<file path="src/hdl/hrlc_pkg.sv">
// Shared types and constants for the request line checker.
// Holds the transfer payload structs, status and method codes and match tables.
// No dependencies.
`default_nettype none

package hrlc_pkg;

    // verdict codes
    localparam logic [2:0] ST_OK       = 3'd0;
    localparam logic [2:0] ST_BAD      = 3'd1;
    localparam logic [2:0] ST_TOO_LONG = 3'd2;
    localparam logic [2:0] ST_VERSION  = 3'd3;
    localparam logic [2:0] ST_METHOD   = 3'd4;

    // method codes
    localparam logic [1:0] METH_GET    = 2'd0;
    localparam logic [1:0] METH_POST   = 2'd1;
    localparam logic [1:0] METH_DELETE = 2'd2;

    // register map
    localparam logic [1:0] REG_MAX_LINE_LENGTH = 2'd0;
    localparam logic [15:0] MAX_LINE_LENGTH_RST = 16'd8000;

    // special bytes
    localparam logic [7:0] CHAR_TAB   = 8'd9;
    localparam logic [7:0] CHAR_SPACE = 8'd32;

    // method names, zero padded to eight characters
    localparam logic [7:0] METH_NAME [3][8] = '{
        '{"G", "E", "T", 8'd0, 8'd0, 8'd0, 8'd0, 8'd0},
        '{"P", "O", "S", "T", 8'd0, 8'd0, 8'd0, 8'd0},
        '{"D", "E", "L", "E", "T", "E", 8'd0, 8'd0}
    };
    localparam logic [15:0] METH_LEN [3] = '{16'd3, 16'd4, 16'd6};

    // version strings, bit 0 of the mask is HTTP/1.1, bit 1 is HTTP/1.0
    localparam logic [7:0] VER_NAME [2][8] = '{
        '{"H", "T", "T", "P", "/", "1", ".", "1"},
        '{"H", "T", "T", "P", "/", "1", ".", "0"}
    };
    localparam logic [15:0] VER_LEN = 16'd8;

    typedef struct packed {
        logic [7:0] line_byte;
        logic       byte_present;
        logic       end_of_line;
    } t_in_item;

    typedef struct packed {
        logic [2:0]  status;
        logic [1:0]  method_code;
        logic        version_minor;
        logic [15:0] uri_start;
        logic [15:0] uri_length;
    } t_out_item;

endpackage

`default_nettype wire

</file>
<file path="src/hdl/hrlc_line_track.sv">
// Per-line tracking state of the request line checker and the verdict logic.
// Updates counters and match masks from one byte and forms the verdict at end of line.
// Depends on hrlc_pkg.
`default_nettype none

module hrlc_line_track #(
    parameter int COUNT_BITS = 16
) (
    input  wire                  i_clk,
    input  wire                  i_rst_n,
    input  wire                  i_step,
    input  hrlc_pkg::t_in_item   i_item,
    input  wire [15:0]           i_max_len,
    output logic                 o_result_valid,
    output hrlc_pkg::t_out_item  o_result
);
    import hrlc_pkg::*;

    logic [COUNT_BITS-1:0] r_byte_count, n_byte_count;
    logic                  r_overflow, n_overflow;
    logic [1:0]            r_space_count, n_space_count;
    logic                  r_prev_space, n_prev_space;
    logic                  r_malformed, n_malformed;
    logic [15:0]           r_field_pos, n_field_pos;
    logic [2:0]            r_meth_mask, n_meth_mask;
    logic [1:0]            r_ver_mask, n_ver_mask;
    logic [15:0]           r_uri_begin, n_uri_begin;
    logic [15:0]           r_uri_bytes, n_uri_bytes;

    logic                  w_byte;
    logic                  w_first;
    logic                  w_count_sat;
    logic [COUNT_BITS-1:0] w_count_inc;
    logic [COUNT_BITS+15:0] w_count_ext;
    logic [1:0]            w_ver_mask;
    logic                  w_too_long;
    logic [7:0]            w_b;

    assign w_byte      = i_step && i_item.byte_present;
    assign w_b         = i_item.line_byte;
    assign w_first     = (r_byte_count == '0) && !r_overflow;
    assign w_count_sat = (r_byte_count == '1);
    assign w_count_inc = w_count_sat ? r_byte_count : r_byte_count + 1'b1;
    assign w_count_ext = {16'b0, w_count_inc};

    // state update for one byte of the line
    always_comb begin
        n_byte_count  = r_byte_count;
        n_overflow    = r_overflow;
        n_space_count = r_space_count;
        n_prev_space  = r_prev_space;
        n_malformed   = r_malformed;
        n_field_pos   = r_field_pos;
        n_meth_mask   = r_meth_mask;
        n_ver_mask    = r_ver_mask;
        n_uri_begin   = r_uri_begin;
        n_uri_bytes   = r_uri_bytes;
        if (w_byte) begin
            n_byte_count = w_count_inc;
            if (w_count_sat) begin
                n_overflow = 1'b1;
            end
            if (w_b == CHAR_TAB) begin
                n_malformed = 1'b1;
            end
            if (w_b == CHAR_SPACE) begin
                if (w_first || r_prev_space) begin
                    n_malformed = 1'b1;
                end
                // first space closes the method field
                if (r_space_count == 2'd0) begin
                    for (int k = 0; k < 3; k++) begin
                        if (METH_LEN[k] != r_field_pos) begin
                            n_meth_mask[k] = 1'b0;
                        end
                    end
                    n_uri_begin = w_count_ext[15:0];
                end
                if (r_space_count != 2'd3) begin
                    n_space_count = r_space_count + 2'd1;
                end
                n_field_pos  = '0;
                n_prev_space = 1'b1;
            end else begin
                unique case (r_space_count)
                    2'd0: begin
                        for (int k = 0; k < 3; k++) begin
                            if (r_field_pos >= METH_LEN[k] ||
                                METH_NAME[k][r_field_pos[2:0]] != w_b) begin
                                n_meth_mask[k] = 1'b0;
                            end
                        end
                    end
                    2'd1: begin
                        if (r_uri_bytes != 16'hFFFF) begin
                            n_uri_bytes = r_uri_bytes + 16'd1;
                        end
                    end
                    2'd2: begin
                        for (int k = 0; k < 2; k++) begin
                            if (r_field_pos >= VER_LEN ||
                                VER_NAME[k][r_field_pos[2:0]] != w_b) begin
                                n_ver_mask[k] = 1'b0;
                            end
                        end
                    end
                    default: begin
                    end
                endcase
                if (r_field_pos != 16'hFFFF) begin
                    n_field_pos = r_field_pos + 16'd1;
                end
                n_prev_space = 1'b0;
            end
        end
    end

    // ranked verdict over the updated state
    assign w_ver_mask = (n_field_pos == VER_LEN) ? n_ver_mask : 2'b00;
    assign w_too_long = n_overflow ||
                        ({16'b0, n_byte_count} > {{COUNT_BITS{1'b0}}, i_max_len});

    always_comb begin
        o_result = '0;
        priority if (w_too_long) begin
            o_result.status = ST_TOO_LONG;
        end else if (n_byte_count == '0 || n_malformed || n_prev_space ||
                     n_space_count != 2'd2) begin
            o_result.status = ST_BAD;
        end else if (w_ver_mask == 2'b00) begin
            o_result.status = ST_VERSION;
        end else if (n_meth_mask == 3'b000) begin
            o_result.status = ST_METHOD;
        end else begin
            o_result.status        = ST_OK;
            o_result.method_code   = n_meth_mask[0] ? METH_GET :
                                     (n_meth_mask[1] ? METH_POST : METH_DELETE);
            o_result.version_minor = w_ver_mask[0];
            o_result.uri_start     = n_uri_begin;
            o_result.uri_length    = n_uri_bytes;
        end
    end

    assign o_result_valid = i_step && i_item.end_of_line;

    // line state registers, cleared after each verdict
    always_ff @(posedge i_clk) begin
        if (!i_rst_n || o_result_valid) begin
            r_byte_count  <= '0;
            r_overflow    <= 1'b0;
            r_space_count <= 2'd0;
            r_prev_space  <= 1'b0;
            r_malformed   <= 1'b0;
            r_field_pos   <= '0;
            r_meth_mask   <= 3'b111;
            r_ver_mask    <= 2'b11;
            r_uri_begin   <= '0;
            r_uri_bytes   <= '0;
        end else begin
            r_byte_count  <= n_byte_count;
            r_overflow    <= n_overflow;
            r_space_count <= n_space_count;
            r_prev_space  <= n_prev_space;
            r_malformed   <= n_malformed;
            r_field_pos   <= n_field_pos;
            r_meth_mask   <= n_meth_mask;
            r_ver_mask    <= n_ver_mask;
            r_uri_begin   <= n_uri_begin;
            r_uri_bytes   <= n_uri_bytes;
        end
    end

endmodule

`default_nettype wire

</file>
<file path="src/hdl/hrlc_out_stage.sv">
// Result register of the request line checker with valid and stall handshake.
// Holds one verdict until the receiver takes the transfer.
// Depends on hrlc_pkg.
`default_nettype none

module hrlc_out_stage (
    input  wire                  i_clk,
    input  wire                  i_rst_n,
    input  wire                  i_load,
    input  hrlc_pkg::t_out_item  i_data,
    output logic                 o_can_load,
    output logic                 o_out_valid,
    input  wire                  i_out_stall,
    output hrlc_pkg::t_out_item  o_out_data
);
    import hrlc_pkg::*;

    logic      r_valid;
    t_out_item r_data;

    // slot is free when empty or when the held result leaves this cycle
    assign o_can_load = !r_valid || !i_out_stall;

    always_ff @(posedge i_clk) begin
        if (!i_rst_n) begin
            r_valid <= 1'b0;
        end else begin
            r_valid <= i_load || (r_valid && i_out_stall);
        end
    end

    // payload, no reset needed
    always_ff @(posedge i_clk) begin
        if (i_load) begin
            r_data <= i_data;
        end
    end

    assign o_out_valid = r_valid;
    assign o_out_data  = r_data;

endmodule

`default_nettype wire

</file>
<file path="src/hdl/http_request_line_checker_core.sv">
// Request line checker: takes a request line one byte per transfer and gives one verdict.
// Bytes enter the input register, the verdict leaves the result register.
// Depends on hrlc_pkg, hrlc_line_track and hrlc_out_stage.
//
// Usage:
//   Input channel (i_in_valid, o_in_stall, i_in_data) carries one byte per transfer,
//   with byte_present and end_of_line flags. A transfer with end_of_line closes the
//   line and produces exactly one result on the output channel
//   (o_out_valid, i_out_stall, o_out_data); other transfers produce none.
//   Throughput is one input transfer per cycle while the input does not stall. A
//   verdict appears on the output from the result register: the byte checks and ranking
//   run on the input register and load the result register once the closing transfer advances.
//   If the receiver stalls, the result register holds; byte transfers still pass
//   through the line state, and the input stalls only while a closing transfer
//   waits for the result register to free up.
//   The APB port sets max_line_length at byte address 0 (reset value 8000);
//   write it only while the block is idle.
//   Reset clears the line state, empties both registers and restores the limit.
`default_nettype none

module http_request_line_checker_core #(
    parameter int COUNT_BITS = 16
) (
    input  wire                  i_clk,
    input  wire                  i_rst_n,
    // input byte channel
    input  wire                  i_in_valid,
    output logic                 o_in_stall,
    input  hrlc_pkg::t_in_item   i_in_data,
    // verdict channel
    output logic                 o_out_valid,
    input  wire                  i_out_stall,
    output hrlc_pkg::t_out_item  o_out_data,
    // configuration port
    input  wire                  psel,
    input  wire                  penable,
    input  wire                  pwrite,
    input  wire [1:0]            paddr,
    input  wire [31:0]           pwdata,
    output logic [31:0]          prdata,
    output logic                 pready
);
    import hrlc_pkg::*;

    logic      r_in_valid;
    t_in_item  r_in_data;
    logic [15:0] r_max_len;

    logic      w_in_accept;
    logic      w_step;
    logic      w_can_load;
    logic      w_result_valid;
    t_out_item w_result;

    // configuration register
    assign pready = 1'b1;
    assign prdata = (paddr == REG_MAX_LINE_LENGTH) ? {16'b0, r_max_len} : 32'b0;

    always_ff @(posedge i_clk) begin
        if (!i_rst_n) begin
            r_max_len <= MAX_LINE_LENGTH_RST;
        end else if (psel && penable && pwrite && paddr == REG_MAX_LINE_LENGTH) begin
            r_max_len <= pwdata[15:0];
        end
    end

    // the held item advances unless it closes a line and the result slot is busy
    assign w_step      = r_in_valid && (!r_in_data.end_of_line || w_can_load);
    assign o_in_stall  = r_in_valid && !w_step;
    assign w_in_accept = i_in_valid && !o_in_stall;

    // input register
    always_ff @(posedge i_clk) begin
        if (!i_rst_n) begin
            r_in_valid <= 1'b0;
        end else begin
            r_in_valid <= w_in_accept || (r_in_valid && !w_step);
        end
    end

    always_ff @(posedge i_clk) begin
        if (w_in_accept) begin
            r_in_data <= i_in_data;
        end
    end

    hrlc_line_track #(
        .COUNT_BITS (COUNT_BITS)
    ) u_line_track (
        .i_clk          (i_clk),
        .i_rst_n        (i_rst_n),
        .i_step         (w_step),
        .i_item         (r_in_data),
        .i_max_len      (r_max_len),
        .o_result_valid (w_result_valid),
        .o_result       (w_result)
    );

    hrlc_out_stage u_out_stage (
        .i_clk       (i_clk),
        .i_rst_n     (i_rst_n),
        .i_load      (w_result_valid),
        .i_data      (w_result),
        .o_can_load  (w_can_load),
        .o_out_valid (o_out_valid),
        .i_out_stall (i_out_stall),
        .o_out_data  (o_out_data)
    );

endmodule

`default_nettype wire
</file>
<file path="config.mk">
export PLATFORM = sky130hd
export DESIGN_NAME = http_request_line_checker_core
export DESIGN_NICKNAME = d
export VERILOG_FILES = /design/src/hdl/hrlc_pkg.sv /design/src/hdl/hrlc_line_track.sv /design/src/hdl/hrlc_out_stage.sv /design/src/hdl/http_request_line_checker_core.sv
export SDC_FILE = /design/constraint.sdc
export NUM_CORES = 1
export LEC_CHECK = 0
export ABC_AREA = 1
export BUFFER_PORTS_ARGS = -buffer_cell sky130_fd_sc_hd__buf_2
export CORE_MARGIN = 2
export CORE_UTILIZATION = 52
export DETAILED_ROUTE_END_ITERATION = 10
export MAX_ROUTING_LAYER = met4
export PLACE_DENSITY_LB_ADDON = 0.05
export SYNTH_ARGS = -nofsm -noshare
export SYNTH_HDL_FRONTEND = slang
export SYNTH_SLANG_ARGS = --single-unit
</file>
<file path="constraint.sdc">
create_clock -name i_clk -period 3.6 [get_ports i_clk]
set_input_delay 1.08 -clock i_clk [delete_from_list [all_inputs] [get_ports i_clk]]
set_output_delay 1.08 -clock i_clk [all_outputs]
set_load 0.05 [all_outputs]
</file>
### Yosys cells after proc, flatten, opt, wreduce, memory -nomap -nowiden

Memories as Yosys holds them, arrays and structs flattened.
Cells that the tools add are included.

| cells by class | value |
|---|---|
| bitwise operators | 1 |
| eq/ne operators | 18 |
| reductions and logical operators | 41 |
| add/subtract/negate cells | 4 |
| multiplexer cells | 54 |
| order comparisons | 6 |

Operator list:

| cell | number |
|---|---|
| $mux 16 | 13 |
| $mux 8 | 10 |
| $add 16x1->16 const B | 3 |
| $ne 8x8->1 | 5 |
| $ge 16x3->1 const B | 2 |
| $logic_not 16->1 | 2 |
| $ne 16x16->1 const B | 2 |
| $ne 3x16->1 const A | 2 |
| $mux 2 | 10 |
| $eq 16x16->1 const B | 1 |
| $eq 16x4->1 const B | 1 |
| $ge 16x2->1 const B | 1 |
| $ge 16x4->1 const B | 1 |
| $gt 16x16->1 | 1 |
| $mux 1 | 16 |
| $ne 2x16->1 const A | 1 |
| $logic_or 1x1->1 | 15 |
| $mux 3 | 5 |
| $logic_and 1x1->1 | 10 |
| $eq 8x4->1 const B | 1 |
| $eq 8x6->1 const B | 1 |
| $logic_not 1->1 | 7 |
| $logic_not 2->1 | 3 |
| $reduce_or 5->1 | 1 |
| other kinds (9) | 10 |

| word-level totals | value |
|---|---|
| memories kept | 5 |
| ROM bits | 320 |
| register bits after elaboration | 140 |
| word-level logic and storage cells | 151 |
| output and inout port bits | 73 |
| input bits | 51 |

Memories:

| memory | words | bits a word | read ports | clocked after Yosys merged registers in | wr ports | line | source |
|---|---|---|---|---|---|---|---|
| (no name shown) | 8 | 8 | 1 | 0 | 0 | hrlc_line_track.sv:89 | `METH_NAME[k][r_field_pos[2:0]] != w_b) begin` |
| (no name shown) | 8 | 8 | 1 | 0 | 0 | hrlc_line_track.sv:89 |  |
| (no name shown) | 8 | 8 | 1 | 0 | 0 | hrlc_line_track.sv:89 |  |
| (no name shown) | 8 | 8 | 1 | 0 | 0 | hrlc_line_track.sv:102 | `VER_NAME[k][r_field_pos[2:0]] != w_b) begin` |
| (no name shown) | 8 | 8 | 1 | 0 | 0 | hrlc_line_track.sv:102 |  |

### Logic depth before layout (Yosys ltp)

Gate-level depths: netlist of run 1.

| depth | value |
|---|---|
| word-level depth | 14 |
| mapped depth | 21 |
| depth with buffers taken out | 20 |

### Modules after synthesis

From an unflattened synthesis of run 1, not the netlist that was laid out.

| second synthesis, totals | value |
|---|---|
| cells, all modules | 1224 |
| area total of the unflattened synthesis | 8446.9 µm² |

By module, submodules not included:

| module | instances | seq. area each (µm²) | area an instance (µm²) | cells an instance |
|---|---|---|---|---|
| hrlc_line_track | 1 | 1481.4 | 5953.2 | 1012 |
| http_request_line_checker_core | 1 | 640.6 | 1310.0 | 169 |
| hrlc_out_stage | 1 | 1161.1 | 1183.6 | 43 |

### Worst setup path after synthesis of run 1

No wires, ideal clock.

| timing | value |
|---|---|
| path type | input to register |
| start point | input port i_out_stall |
| end point | register u_out_stage.r_data (netlist bit u_out_stage.o_out_data[31]), data pin |
| path buffers | 3 |
| library setup time | 0.135 ns |
| stages on the path | 16 |
| data required time | 3.465 ns |
| setup slack | 0.002 ns |
| arrival | 3.462 ns |
| cells stage by stage | nand3_1 > nand3_2 > inv_2 > buf_2 > buf_2 > nand4_1 > o21ai_1 > inv_1 > ha_1 > nand2_1 > nor3_1 > nand3_1 > a21boi_1 > nand3_4 > buf_8 > nor2_4 |

| on the way | value |
|---|---|
| cells in the longest elaborated chain, start to end | 11 |
| elaborated cells between the ends (all ways) | 26 |
| those cells by class | 1 x order compare; 2 x eq/ne; 10 x mux; 13 x reduce/logical |

Ends and longest elaborated chain:

| item | line | source |
|---|---|---|
| start, declared | http_request_line_checker_core.sv:32 | `input wire i_out_stall,` |
| $logic_not 1->1 (*) | hrlc_out_stage.sv:22 | `assign o_can_load = !r_valid \|\| !i_out_stall;` |
| $logic_or 1x1->1 (*) | hrlc_out_stage.sv:22 |  |
| $logic_or 1x1->1 (*) | http_request_line_checker_core.sv:68 | `assign w_step = r_in_valid && (!r_in_data.end_of_line \|\| w_can_load);` |
| $logic_and 1x1->1 (*) | http_request_line_checker_core.sv:68 |  |
| $logic_and 1x1->1 (*) | hrlc_line_track.sv:39 | `assign w_byte = i_step && i_item.byte_present;` |
| $mux 16 (*) | hrlc_line_track.sv:58 | `if (w_byte) begin` |
| named net u_line_track.n_byte_count[11] | hrlc_line_track.sv:19 | `logic [COUNT_BITS-1:0] r_byte_count, n_byte_count;` |
| branches (longest 4 deep; another with $gt 16x16->1) | -- |  |
| $reduce_or 4->1 (no source line) (*) | -- |  |
| end signal, assigned | hrlc_out_stage.sv:35 | `r_data <= i_data;` |
| end, declared | hrlc_out_stage.sv:19 | `t_out_item r_data;` |

Mark *: on every way through the listed nets, which the timed path passes.
A chain may end at the register's enable or synchronous reset.

### Worst setup path in the final report of run 1

| timing | value |
|---|---|
| start point | input port i_out_stall |
| end point | register u_out_stage.r_data (netlist bit u_out_stage.o_out_data[26]), data pin |

Same word-level chain as after synthesis.

==> impl_metrics.py, run 1 <==
metrics = {
    "status": {
        "outcome": "finished, final reports clean",
    },
    "critical_path": {
        "required_worst_endpoint_ns": 3.77,
        "cp-start-kind": "primary input",
        "reg_to_reg_slack_setup_ns": 0.26,
        "r2r_start": "u_line_track.r_byte_count[1]",
        "cp_max_fo": 26,
        "setup.worst_path.class": "primary input to register",
        "worstRegToRegCells": 20,
        "worstSetupEndpointType": "register",
        "worst_r2r_endpoint": "u_out_stage.o_out_data[26]",
        "crit_arrival_ns": 3.52,
    },
    "layout": {
        "mostFrequentLayoutCell": "sky130_fd_sc_hd__nand2_1",
        "antenna_cells": 0,
        "most_frequent_cells_in_the_layout": "sky130_fd_sc_hd__nand2_1, sky130_fd_sc_hd__nor2_1, sky130_fd_sc_hd__inv_1",
        "finished_core_util_pct": 63.4,
        "layout.nets": 1216,
        "synthToLayoutAreaGrowth_pct": 18.3,
        "post_route_cells_drive_above_1_share_pct": 22.2,
        "final_cell_area_mm2": 0.00925,
    },
    "sta": {
        "layout_setup_ws_ns": 0.248,
        "period_needed_ns": 3.35,
        "grt_setup_unrepaired": "no",
        "timing.final.hold_violations": 0,
        "report.final.setup_viol": 0,
        "max-slew-margin-rel_pct": 56.4,
        "final_min_period_over_clock_period_pct": 93.1,
        "slew_viol_final": 0,
        "worst_clock_skew_ns": 0.0107,
        "tightestPinTransition_ns": 0.652,
        "clock.fmax_ghz": 0.298,
    },
    "global_route": {
        "grt_first_pass_wirelength_um": 29800,
        "grt_pass1_vias": 6313,
        "grt_remaining_overflow": 0,
        "grt_max_degree": 39,
        "grt_util_all_layers_pct": 23.7,
        "grt_antenna_before_repair": 0,
    },
    "run": {
        "drv_cap": 0,
    },
    "synthesis": {
        "gate_count_post_synth": 1015,
        "synth_cell_type_count": 49,
        "synth-edff-count": 48,
        "netlist_area_mm2": 0.00782,
        "synth_sequential_area_ratio_pct": 42.0,
        "synth.yosys.warnings": 0,
        "synthFlopType": "sky130_fd_sc_hd__dfxtp_1",
        "synth_async_sr_flop_share_pct": 0,
        "syn_area_per_cell_um2": 7.70,
        "yosys_register_bits": 140,
    },
    "routing": {
        "drt-initial-drc-count": 450,
        "final_wl_um": 17900,
        "drcViolationCount": 0,
        "wl_per_cell_um": 13.4,
        "detail_route.vias_per_cell": 5.10,
        "routed-via-count": 6809,
        "firstDrtPassIters": 5,
        "post_route_ant_nets": 0,
    },
    "cts": {
        "max-clock-path-buffers": 2,
        "root_buf_cell": "sky130_fd_sc_hd__clkbuf_16",
        "worst_skew_pair.late_latency_ns": 0.43,
        "cts_htree_levels": 4,
        "ctsHoldBuffers": 0,
        "clkSinkCount": 140,
        "worst_setup_hold_path_clk_slew_ns": 0.06,
        "tritoncts": "done",
        "cts-buffers-inserted": 17,
    },
    "power": {
        "power.share.clock_pct": 46.5,
        "cellPowerDensity_mw_per_mm2": 409,
        "max-vdd-ir-drop_v": 0.000302,
        "p_int_uw": 2770,
        "power_switching_uw": 1020,
        "power.sequential.fraction_pct": 44.5,
        "comb_power_share_pct": 9.1,
        "static-leakage-power_uw": 0.00417,
        "share_of_total_power_consumed_by_net_switching_pct": 26.8,
    },
    "place": {
        "placedInstanceArea_mm2": 0.00861,
        "detailed_place_hpwl_um": 13200,
        "number_of_i_o_port_buffers": 90,
        "finalWeightedCongestion": 0.916,
        "dpl_ws_ns": -0.246,
    },
    "floorplanning": {
        "die-width_um": 127,
        "rows": 44,
        "io-pin-count": 124,
        "initial_core_util_pct": 53.6,
        "dieArea_mm2": 0.0160,
        "core_region_area_mm2": 0.0146,
        "die-height_um": 127,
    },
    "worst_hold_path": {
        "endpoint_with_the_worst_hold_slack": "u_line_track.r_ver_mask[1]",
        "timing.hold.worst.class": "register to register",
        "worst_hold_startpoint": "u_line_track.r_ver_mask[1]",
        "worst_hold_path.num_cells": 2,
    },
}
power by group through the flow:
stage | combinational [uW] | sequential [uW] | clock (uW)
global route | 380 | 1690 | 1850
global placement | 340 | 1720 | 0
floorplan | 224 | 1740 | 0
CTS | 344 | 1680 | 1780
finish | 344 | 1680 | 1760
detailed placement | 342 | 1720 | 0
per-stage QoR:
step | setup TNS [ns] | power [uW] | cells | hold WS [ns]
floorplan | 0 | 1960 | 1030 | 0.414
global placement | -5.96 | 2060 | 1303 | 0.425
detailed placement | -6.37 | 2060 | 1303 | 0.433
CTS | 0 | 3810 | 1335 | 0.449
global route | 0 | 3920 | 1336 | 0.484
finish | 0 | 3790 | 1336 | 0.449
cell usage after synthesis (16+ instances only):
master	number	share of area, %
sky130_fd_sc_hd__nand2_1	174	8.4
sky130_fd_sc_hd__nor2_1	161	7.7
sky130_fd_sc_hd__inv_1	118	5.7
sky130_fd_sc_hd__dfxtp_1	92	24
sky130_fd_sc_hd__nand3_1	68	4.4
sky130_fd_sc_hd__edfxtp_1	48	18
sky130_fd_sc_hd__o21ai_0	48	3.1
sky130_fd_sc_hd__a21oi_1	33	2.1
sky130_fd_sc_hd__nand4_1	28	2.2
sky130_fd_sc_hd__xor2_1	27	3.0
sky130_fd_sc_hd__ha_1	26	4.2
sky130_fd_sc_hd__nor2_2	24	1.9
sky130_fd_sc_hd__nor3_1	23	1.5
sky130_fd_sc_hd__buf_4	17	1.6
sky130_fd_sc_hd__clkbuf_1	17	0.82
sky130_fd_sc_hd__nor2_4	16	2.3
logic make-up (layout without fill, tap and decap cells):
| group | after synthesis | after routing | share of synthesized area [%] |
|---|---|---|---|
| adder cells (fa/ha/maj) | 26 | 26 | 4.16 |
| AND/OR/NAND/NOR | 525 | 525 | 31.8 |
| buffers and inverters | 179 | 301 | 10.3 |
| other | 2 | 17 | 0.0961 |
| XOR/XNOR | 32 | 32 | 3.59 |
| multiplexers | 1 | 1 | 0.128 |
| AO/OA/AOI/OAI | 110 | 110 | 7.91 |
| flip-flops | 140 | 140 | 42.0 |
area by class of cell:
class | instances | area [um^2]
Tap cell | 184 | 230
Inverter | 132 | 500
Multi-Input combinational cell | 711 | 3830
Clock buffer | 19 | 443
Sequential cell | 140 | 3290
Clock inverter | 13 | 144
Timing Repair Buffer | 137 | 816
Fill cell | 1353 | 5340
registers in the layout, indices dropped and copies added, names as in the netlist:
signal	flops
u_out_stage.o_out_data	38
u_line_track.r_uri_begin	16
u_line_track.r_overflow	1
r_in_valid	1
r_max_len	16
u_out_stage.o_out_valid	1
u_line_track.r_meth_mask	3
u_line_track.r_malformed	1
u_line_track.r_space_count	2
u_line_track.r_uri_bytes	16
u_line_track.r_field_pos	16
u_line_track.r_byte_count	16
u_line_track.r_prev_space	1
r_in_data	10
u_line_track.r_ver_mask	2
timing repair:
action                                  4_1_cts  5_1_grt
endpoints found under the setup margin        3       38
gates resized for setup                       2       10
pin swaps                                     0        1
buffers inserted                              0        1
how the worst max path moves through the flow:
| stage | startpoint | to | depth (start not counted) |
|---|---|---|---|
| 2_1_floorplan | i_out_stall | u_out_stage.o_out_data[31] | 16 |
| 5_1_grt | u_line_track.r_byte_count[4] | u_out_stage.o_out_data[26] | 19 |
| 3_3_place_gp | i_out_stall | u_out_stage.o_out_data[27] | 17 |
| 3_5_place_dp | i_out_stall | u_out_stage.o_out_data[26] | 17 |
| 4_1_cts | u_line_track.r_byte_count[0] | u_out_stage.o_out_data[26] | 18 |
| 6_report | i_out_stall | u_out_stage.o_out_data[26] | 20 |
worst max-delay path, cell delays in order:
cell and delay (ns):
sky130_fd_sc_hd__buf_2 0.09, sky130_fd_sc_hd__nand3_1 0.07, sky130_fd_sc_hd__nand3_2 0.11, sky130_fd_sc_hd__buf_4 0.17, sky130_fd_sc_hd__buf_4 0.14, sky130_fd_sc_hd__nand2_1 0.05
sky130_fd_sc_hd__o21ai_0 0.08, sky130_fd_sc_hd__buf_4 0.15, sky130_fd_sc_hd__inv_1 0.04, sky130_fd_sc_hd__ha_1 0.28, sky130_fd_sc_hd__nand2_1 0.07, sky130_fd_sc_hd__o21a_1 0.18
sky130_fd_sc_hd__o221ai_1 0.14, sky130_fd_sc_hd__nand2_1 0.08, sky130_fd_sc_hd__o211ai_1 0.10, sky130_fd_sc_hd__a21boi_2 0.10, sky130_fd_sc_hd__buf_4 0.15, sky130_fd_sc_hd__nand3_4 0.11
sky130_fd_sc_hd__buf_12 0.23, sky130_fd_sc_hd__nor2_1 0.08
per-layer routing:
metal,vias to the layer above,part of all wire [%],global-route usage [%]
met4,0,1.4,7.63
met2,205,46,37.2
met1,3066,48,31.2
met5,-,0,-
li1,3519,-,-
met3,19,5.2,4.39
Power figures use the tool's default switching activity.
==> run 2, diff against run 1 <==
CTS_CLUSTER_DIAMETER = 40   (was not set)
GPL_TIMING_DRIVEN = 0   (was not set)
SLEW_MARGIN = 20   (was not set)
==> run 2 against run 1 <==
Compared with the run above: critical path depth shrank 2; largest power group unchanged; via count grew 1.2%; cell count grew 0.82%; design area grew 2.2%; register-to-register slack is essentially flat; first-iteration DRC count shrank 1.6%; worst setup slack lost 0.045 ns; highest routed layer unchanged; non-clock buffer count grew 11; clock skew is essentially flat; core utilization grew 1.4 points; routed wire length grew 4.1%; total power shrank 0.95%.
==> impl_metrics.py, run 2 (synthesis gave the netlist of run 1 again) <==
metrics = {
    "critical_path": {
        "worstSetupEndpointType": "register",
        "crit_arrival_ns": 3.58,
        "required_worst_endpoint_ns": 3.78,
        "cp-start-kind": "primary input",
        "cp_max_fo": 10,
        "setup.worst_path.class": "primary input to register",
    },
    "cts": {
        "clkSinkCount": 140,
        "worst_skew_pair.late_latency_ns": 0.43,
        "max-clock-path-buffers": 2,
        "worst_setup_hold_path_clk_slew_ns": 0.07,
        "ctsHoldBuffers": 0,
        "root_buf_cell": "sky130_fd_sc_hd__clkbuf_16",
        "cts_htree_levels": 4,
        "tritoncts": "done",
        "cts-buffers-inserted": 17,
    },
    "power": {
        "static-leakage-power_uw": 0.00423,
        "comb_power_share_pct": 9.5,
        "max-vdd-ir-drop_v": 0.000298,
        "share_of_total_power_consumed_by_net_switching_pct": 26.7,
        "power_uw": 3750,
        "power.share.clock_pct": 45.6,
        "p_int_uw": 2750,
        "cellPowerDensity_mw_per_mm2": 397,
        "power.sequential.fraction_pct": 44.8,
        "power_switching_uw": 999,
    },
    "sta": {
        "clock.fmax_ghz": 0.294,
        "worst_clock_skew_ns": 0.0104,
        "grt_setup_unrepaired": "no",
        "tightestPinTransition_ns": 0.980,
        "timing.final.hold_violations": 0,
        "slew_viol_final": 0,
        "period_needed_ns": 3.40,
        "max-slew-margin-rel_pct": 34.4,
        "final_min_period_over_clock_period_pct": 94.4,
        "report.final.setup_viol": 0,
    },
    "global_route": {
        "grt_antenna_before_repair": 0,
        "grt_util_all_layers_pct": 24.6,
        "grt_pass1_vias": 6317,
        "grt_first_pass_wirelength_um": 30700,
        "grt_max_degree": 36,
        "grt_remaining_overflow": 0,
    },
    "place": {
        "number_of_i_o_port_buffers": 89,
        "detailed_place_hpwl_um": 14000,
        "placedInstanceArea_mm2": 0.00857,
        "finalWeightedCongestion": 0.907,
    },
    "floorplanning": {
        "io-pin-count": 124,
        "die-width_um": 127,
        "dieArea_mm2": 0.0160,
        "die-height_um": 127,
        "core_region_area_mm2": 0.0146,
        "rows": 44,
        "initial_core_util_pct": 53.6,
    },
    "layout": {
        "final_cell_area_mm2": 0.00945,
        "post_route_cells_drive_above_1_share_pct": 22.2,
        "antenna_cells": 0,
        "mostFrequentLayoutCell": "sky130_fd_sc_hd__nand2_1",
        "largest_register_ff_count": 38,
        "layout.nets": 1227,
        "most_frequent_cells_in_the_layout": "sky130_fd_sc_hd__nand2_1, sky130_fd_sc_hd__nor2_1, sky130_fd_sc_hd__inv_1",
        "synthToLayoutAreaGrowth_pct": 20.9,
    },
    "routing": {
        "post_route_ant_nets": 0,
        "routed-via-count": 6892,
        "detail_route.vias_per_cell": 5.12,
        "drt-initial-drc-count": 443,
        "final_wl_um": 18600,
        "firstDrtPassIters": 8,
        "drcViolationCount": 0,
        "wl_per_cell_um": 13.8,
    },
    "run": {
        "drv_cap": 0,
    },
    "status": {
        "outcome": "finished, final reports clean",
    },
    "worst_hold_path": {
        "timing.hold.worst.class": "register to register",
    },
}
==> run 2: cell types whose count changed in the layout (fill, tap and decap cells not counted), moves of 5 or more <==
cell,delta
sky130_fd_sc_hd__buf_6,+7
sky130_fd_sc_hd__buf_4,-20
sky130_fd_sc_hd__o21ai_2,+5
sky130_fd_sc_hd__clkbuf_1,+16
==> run 2: path summary, 6_finish.rpt <==
kind                                                   start                          to  slack (ns)  depth (start not counted)
worst max-delay path                             i_out_stall  u_out_stage.o_out_data[10]        0.20                         18
worst min-delay path              u_line_track.r_ver_mask[1]  u_line_track.r_ver_mask[1]        0.44                          2
worst max register to register  u_line_track.r_byte_count[3]  u_out_stage.o_out_data[10]        0.27                         19
worst min register to register    u_line_track.r_ver_mask[1]  u_line_track.r_ver_mask[1]        0.44                          2
==> run 2: layout make-up <==
| type | instances | area, um^2 |
|---|---|---|
| clock inverter | 13 | 129 |
| sequential | 140 | 3290 |
| timing repair buffer | 102 | 621 |
| tap | 184 | 230 |
| fill | 1358 | 5140 |
| buffer | 46 | 347 |
| clock buffer | 19 | 443 |
| multi-input combinational | 711 | 3880 |
| inverter | 132 | 513 |
==> run 2: critical path, stage by stage <==
cell	delay [ns]
sky130_fd_sc_hd__buf_2	0.11
sky130_fd_sc_hd__nand3_1	0.11
sky130_fd_sc_hd__nand3_4	0.17
sky130_fd_sc_hd__clkinv_8	0.11
sky130_fd_sc_hd__buf_6	0.16
sky130_fd_sc_hd__nand4_1	0.12
sky130_fd_sc_hd__o21ai_2	0.13
sky130_fd_sc_hd__inv_1	0.08
sky130_fd_sc_hd__ha_1	0.31
sky130_fd_sc_hd__nand2_1	0.09
sky130_fd_sc_hd__nor3_2	0.25
sky130_fd_sc_hd__nand2_1	0.08
sky130_fd_sc_hd__o211ai_1	0.16
sky130_fd_sc_hd__a21boi_4	0.13
sky130_fd_sc_hd__nand3_4	0.09
sky130_fd_sc_hd__buf_12	0.16
sky130_fd_sc_hd__clkbuf_16	0.17
sky130_fd_sc_hd__nor2_4	0.03
==> run 2: layer usage <==
metal | wire (um) | GRT usage (%) | share of wire (%) | vias up
li1 | - | - | - | 3554
met1 | 8940 | 32.8 | 48 | 3113
met2 | 8540 | 38.2 | 46 | 203
met3 | 831 | 3.92 | 4.5 | 22
met4 | 310 | 8.79 | 1.7 | 0
met5 | 0 | - | 0 | -
==> run 2: through the flow <==
step | setup TNS (ns) | hold WS [ns] | utilization [%] | cells | setup WS, ns
3_3_place_gp | -32.68 | 0.428 | 58.6 | 1303 | -0.930
6_report | 0 | 0.445 | 64.8 | 1347 | 0.203
3_5_place_dp | -32.85 | 0.431 | 58.7 | 1304 | -0.937
4_1_cts | 0 | 0.448 | 62.8 | 1336 | 0.00431
5_1_grt | 0 | 0.480 | 64.8 | 1347 | 0.0148
2_1_floorplan | 0 | 0.414 | - | 1030 | 0.00238
==> run 2: power by group through the flow <==
stage          sequential (uW)  clock [uW]  combinational [uW]
4_1_cts                   1680        1720                 343
2_1_floorplan             1740           0                 224
3_3_place_gp              1720           0                 332
6_report                  1680        1710                 357
3_5_place_dp              1710           0                 336
5_1_grt                   1680        1790                 392
==> run 2: what timing repair did <==
action                                  in CTS  in global routing
pin swaps                                    1                  6
endpoints found under the setup margin      38                 38
setup buffers                                1                  8
resized for setup                            8                 39
gates cloned                                 0                  3
==> run 3, diff against run 2 <==
ABC_AREA = not set   (was 1)
==> run 3 against run 2 <==
Compared with the run above: synthesized cell count decreased by 13%; total power is 0.67% lower; maximum frequency decreased by 5.1%; first-iteration DRC count is 26% higher; count of clock-buffer cells in the layout rose by 1; area after synthesis is 0.26% lower; die area down 0.24%; clock skew shrank 0.0020 ns; flip-flop and latch count did not move; combinational power down 15%; critical endpoint unchanged; highest routed layer unchanged.
==> impl_metrics.py, run 3 <==
metrics = {
    "sta": {
        "worst_clock_skew_ns": 0.00836,
        "slew_viol_final": 0,
        "timing.final.hold_violations": 0,
        "clock.fmax_ghz": 0.279,
        "period_needed_ns": 3.58,
        "report.final.setup_viol": 0,
        "tightestPinTransition_ns": 1.02,
        "final_min_period_over_clock_period_pct": 99.4,
        "finalHoldWorstSlack_ns": 0.443,
        "max-slew-margin-rel_pct": 31.9,
    },
    "routing": {
        "detail_route.vias_per_cell": 5.85,
        "firstDrtPassIters": 6,
        "drt-initial-drc-count": 559,
        "wl_per_cell_um": 17.1,
        "final_wl_um": 21800,
        "drcViolationCount": 0,
        "routed-via-count": 7467,
        "post_route_ant_nets": 0,
    },
    "critical_path": {
        "worstRegToRegCells": 16,
        "cp-start-kind": "register",
        "r2r_start": "u_line_track.r_byte_count[4]",
        "setup.worst_path.class": "register to register",
        "required_worst_endpoint_ns": 3.86,
        "worstSetupEndpointType": "register",
        "crit_arrival_ns": 3.84,
        "worst_r2r_endpoint": "u_out_stage.o_out_data[10]",
        "cp_max_fo": 7,
        "reg_to_reg_slack_setup_ns": 0.02,
    },
    "layout": {
        "synthToLayoutAreaGrowth_pct": 35.4,
        "mostFrequentLayoutCell": "sky130_fd_sc_hd__buf_4",
        "layout.nets": 1157,
        "finished_core_util_pct": 72.3,
        "stdcell_count": 1277,
        "antenna_cells": 0,
        "largest_register_ff_count": 38,
        "most_frequent_cells_in_the_layout": "sky130_fd_sc_hd__buf_4, sky130_fd_sc_hd__buf_2, sky130_fd_sc_hd__nor2_1",
        "post_route_cells_drive_above_1_share_pct": 32.4,
    },
    "worst_hold_path": {
        "timing.hold.worst.class": "register to register",
        "worst_hold_startpoint": "u_line_track.r_ver_mask[1]",
        "endpoint_with_the_worst_hold_slack": "u_line_track.r_ver_mask[1]",
        "worst_hold_path.num_cells": 2,
    },
    "floorplanning": {
        "core_region_area_mm2": 0.0146,
        "io-pin-count": 124,
        "dieArea_mm2": 0.0160,
        "initial_core_util_pct": 53.4,
        "die-height_um": 126,
        "die-width_um": 126,
        "rows": 44,
    },
    "synthesis": {
        "most_frequent_cell_after_synthesis": "sky130_fd_sc_hd__dfxtp_1",
        "post-synth-top-area-cell": "sky130_fd_sc_hd__dfxtp_1",
        "netlist_area_mm2": 0.00780,
        "yosys_register_bits": 140,
        "synth_sequential_area_ratio_pct": 42.1,
        "syn_area_per_cell_um2": 8.78,
        "synth.yosys.warnings": 0,
        "gate_count_post_synth": 888,
        "synth_cell_type_count": 73,
        "synth_async_sr_flop_share_pct": 0,
        "synth-edff-count": 48,
        "synthFlopType": "sky130_fd_sc_hd__dfxtp_1",
        "synth_top_cells_by_area": "sky130_fd_sc_hd__dfxtp_1, sky130_fd_sc_hd__edfxtp_1, sky130_fd_sc_hd__nor3_1",
        "yosys.area.top_type_share_pct": 23.6,
        "synthTopCellsByCount": "sky130_fd_sc_hd__dfxtp_1, sky130_fd_sc_hd__nor2_1, sky130_fd_sc_hd__nand2_1, sky130_fd_sc_hd__nor3_1, sky130_fd_sc_hd__clkbuf_1",
    },
    "global_route": {
        "grt_pass1_vias": 6861,
        "grt_util_all_layers_pct": 27.0,
        "grt_antenna_before_repair": 0,
        "grt_max_degree": 25,
        "grt_remaining_overflow": 0,
        "grt_first_pass_wirelength_um": 33900,
    },
    "cts": {
        "cts_htree_levels": 4,
        "max-clock-path-buffers": 2,
        "tritoncts": "done",
        "worst_setup_hold_path_clk_slew_ns": 0.06,
        "clkSinkCount": 140,
        "root_buf_cell": "sky130_fd_sc_hd__clkbuf_16",
        "worst_skew_pair.late_latency_ns": 0.43,
        "cts-buffers-inserted": 17,
        "ctsHoldBuffers": 0,
    },
    "power": {
        "max-vdd-ir-drop_v": 0.000322,
        "power_uw": 3720,
        "cellPowerDensity_mw_per_mm2": 353,
        "static-leakage-power_uw": 0.00416,
    },
    "status": {
        "outcome": "finished, final reports clean",
    },
    "place": {
        "number_of_i_o_port_buffers": 88,
        "finalWeightedCongestion": 0.945,
        "dp_cells": 1176,
        "detailed_place_hpwl_um": 14400,
    },
    "run": {
        "drv_cap": 0,
    },
}
run 3: layout make-up:
type                            instances  area, um^2
Buffer                                 64         463
Clock buffer                           20         457
Tap cell                              184         230
Multi-Input combinational cell        656        4700
Inverter                               32         124
Fill cell                            1101        4030
Timing Repair Buffer                  169        1110
Sequential cell                       140        3330
Clock inverter                         12         138
run 3: worst max-delay path, stage by stage, from the launching register on:
cell and delay [ns]:
sky130_fd_sc_hd__dfxtp_4 0.37, sky130_fd_sc_hd__buf_4 0.13, sky130_fd_sc_hd__nand4_1 0.19, sky130_fd_sc_hd__nor4_4 0.37, sky130_fd_sc_hd__buf_4 0.18, sky130_fd_sc_hd__nor2_4 0.05
sky130_fd_sc_hd__buf_4 0.15, sky130_fd_sc_hd__a31oi_4 0.24, sky130_fd_sc_hd__ha_4 0.24, sky130_fd_sc_hd__a21o_1 0.17, sky130_fd_sc_hd__a21o_1 0.16, sky130_fd_sc_hd__a211oi_2 0.21
sky130_fd_sc_hd__nand2_1 0.10, sky130_fd_sc_hd__o21a_4 0.26, sky130_fd_sc_hd__nand2b_4 0.22, sky130_fd_sc_hd__clkbuf_16 0.19, sky130_fd_sc_hd__nor3_1 0.18
run 3: cell families (layout without fill, tap and decap cells):
kind of cell    Yosys count  count (layout)  share of synthesized area, %
flops                   140             140                          42.1
xor+xnor                 46              46                          5.17
compound gates          157             157                          14.0
mux                       8               8                          1.06
buf+inv                 108             297                          6.35
simple gates            401             402                          27.1
other cells               2              17                        0.0963
fa+ha+maj                26              26                          4.17
run 3: worst max path at each step:
stage	startpoint	end	slack, ns	depth (start not counted)
floorplan	i_out_stall	u_out_stage.o_out_data[0]	-0.14	16
finish	u_line_track.r_byte_count[4]	u_out_stage.o_out_data[10]	0.02	16
global route	u_line_track.r_byte_count[7]	u_out_stage.o_out_data[31]	-0.06	15
global placement	u_line_track.r_byte_count[12]	u_out_stage.o_out_data[31]	-1.29	16
detailed placement	u_line_track.r_byte_count[12]	u_out_stage.o_out_data[31]	-1.21	16
CTS	r_in_data[4]	u_out_stage.o_out_data[10]	0.002	10
run 3: per-layer routing:
metal  global-route usage, %  wire [um]  vias up
met4                    9.83        730        0
met2                    43.2      10200      330
met3                    5.36       1370       75
met5                       -          0        -
met1                    34.2       9460     3492
li1                        -          -     3570
run 3: what timing repair did:
item                                    4_1_cts  5_1_grt
gates resized for setup                      91       70
endpoints found under the setup margin       38       40
gates cloned                                  2        1
setup buffers                                37       41
pin swaps                                    20       34
run 3: stage by stage:
step           setup slack (ns)  setup TNS (ns)  cell area, um^2
2_1_floorplan            -0.142           -3.85             8020
3_3_place_gp              -1.29          -76.86             8690
3_5_place_dp              -1.21          -37.65             8720
4_1_cts                 0.00203               0             9930
5_1_grt                 -0.0625          -0.451            10600
6_report                 0.0216               0            10600
run 3: where the power goes:
part           internal, uW  total [uW]  switching, uW
clock                  1060        1770            705
sequential             1640        1660           14.9
combinational           105         302            196
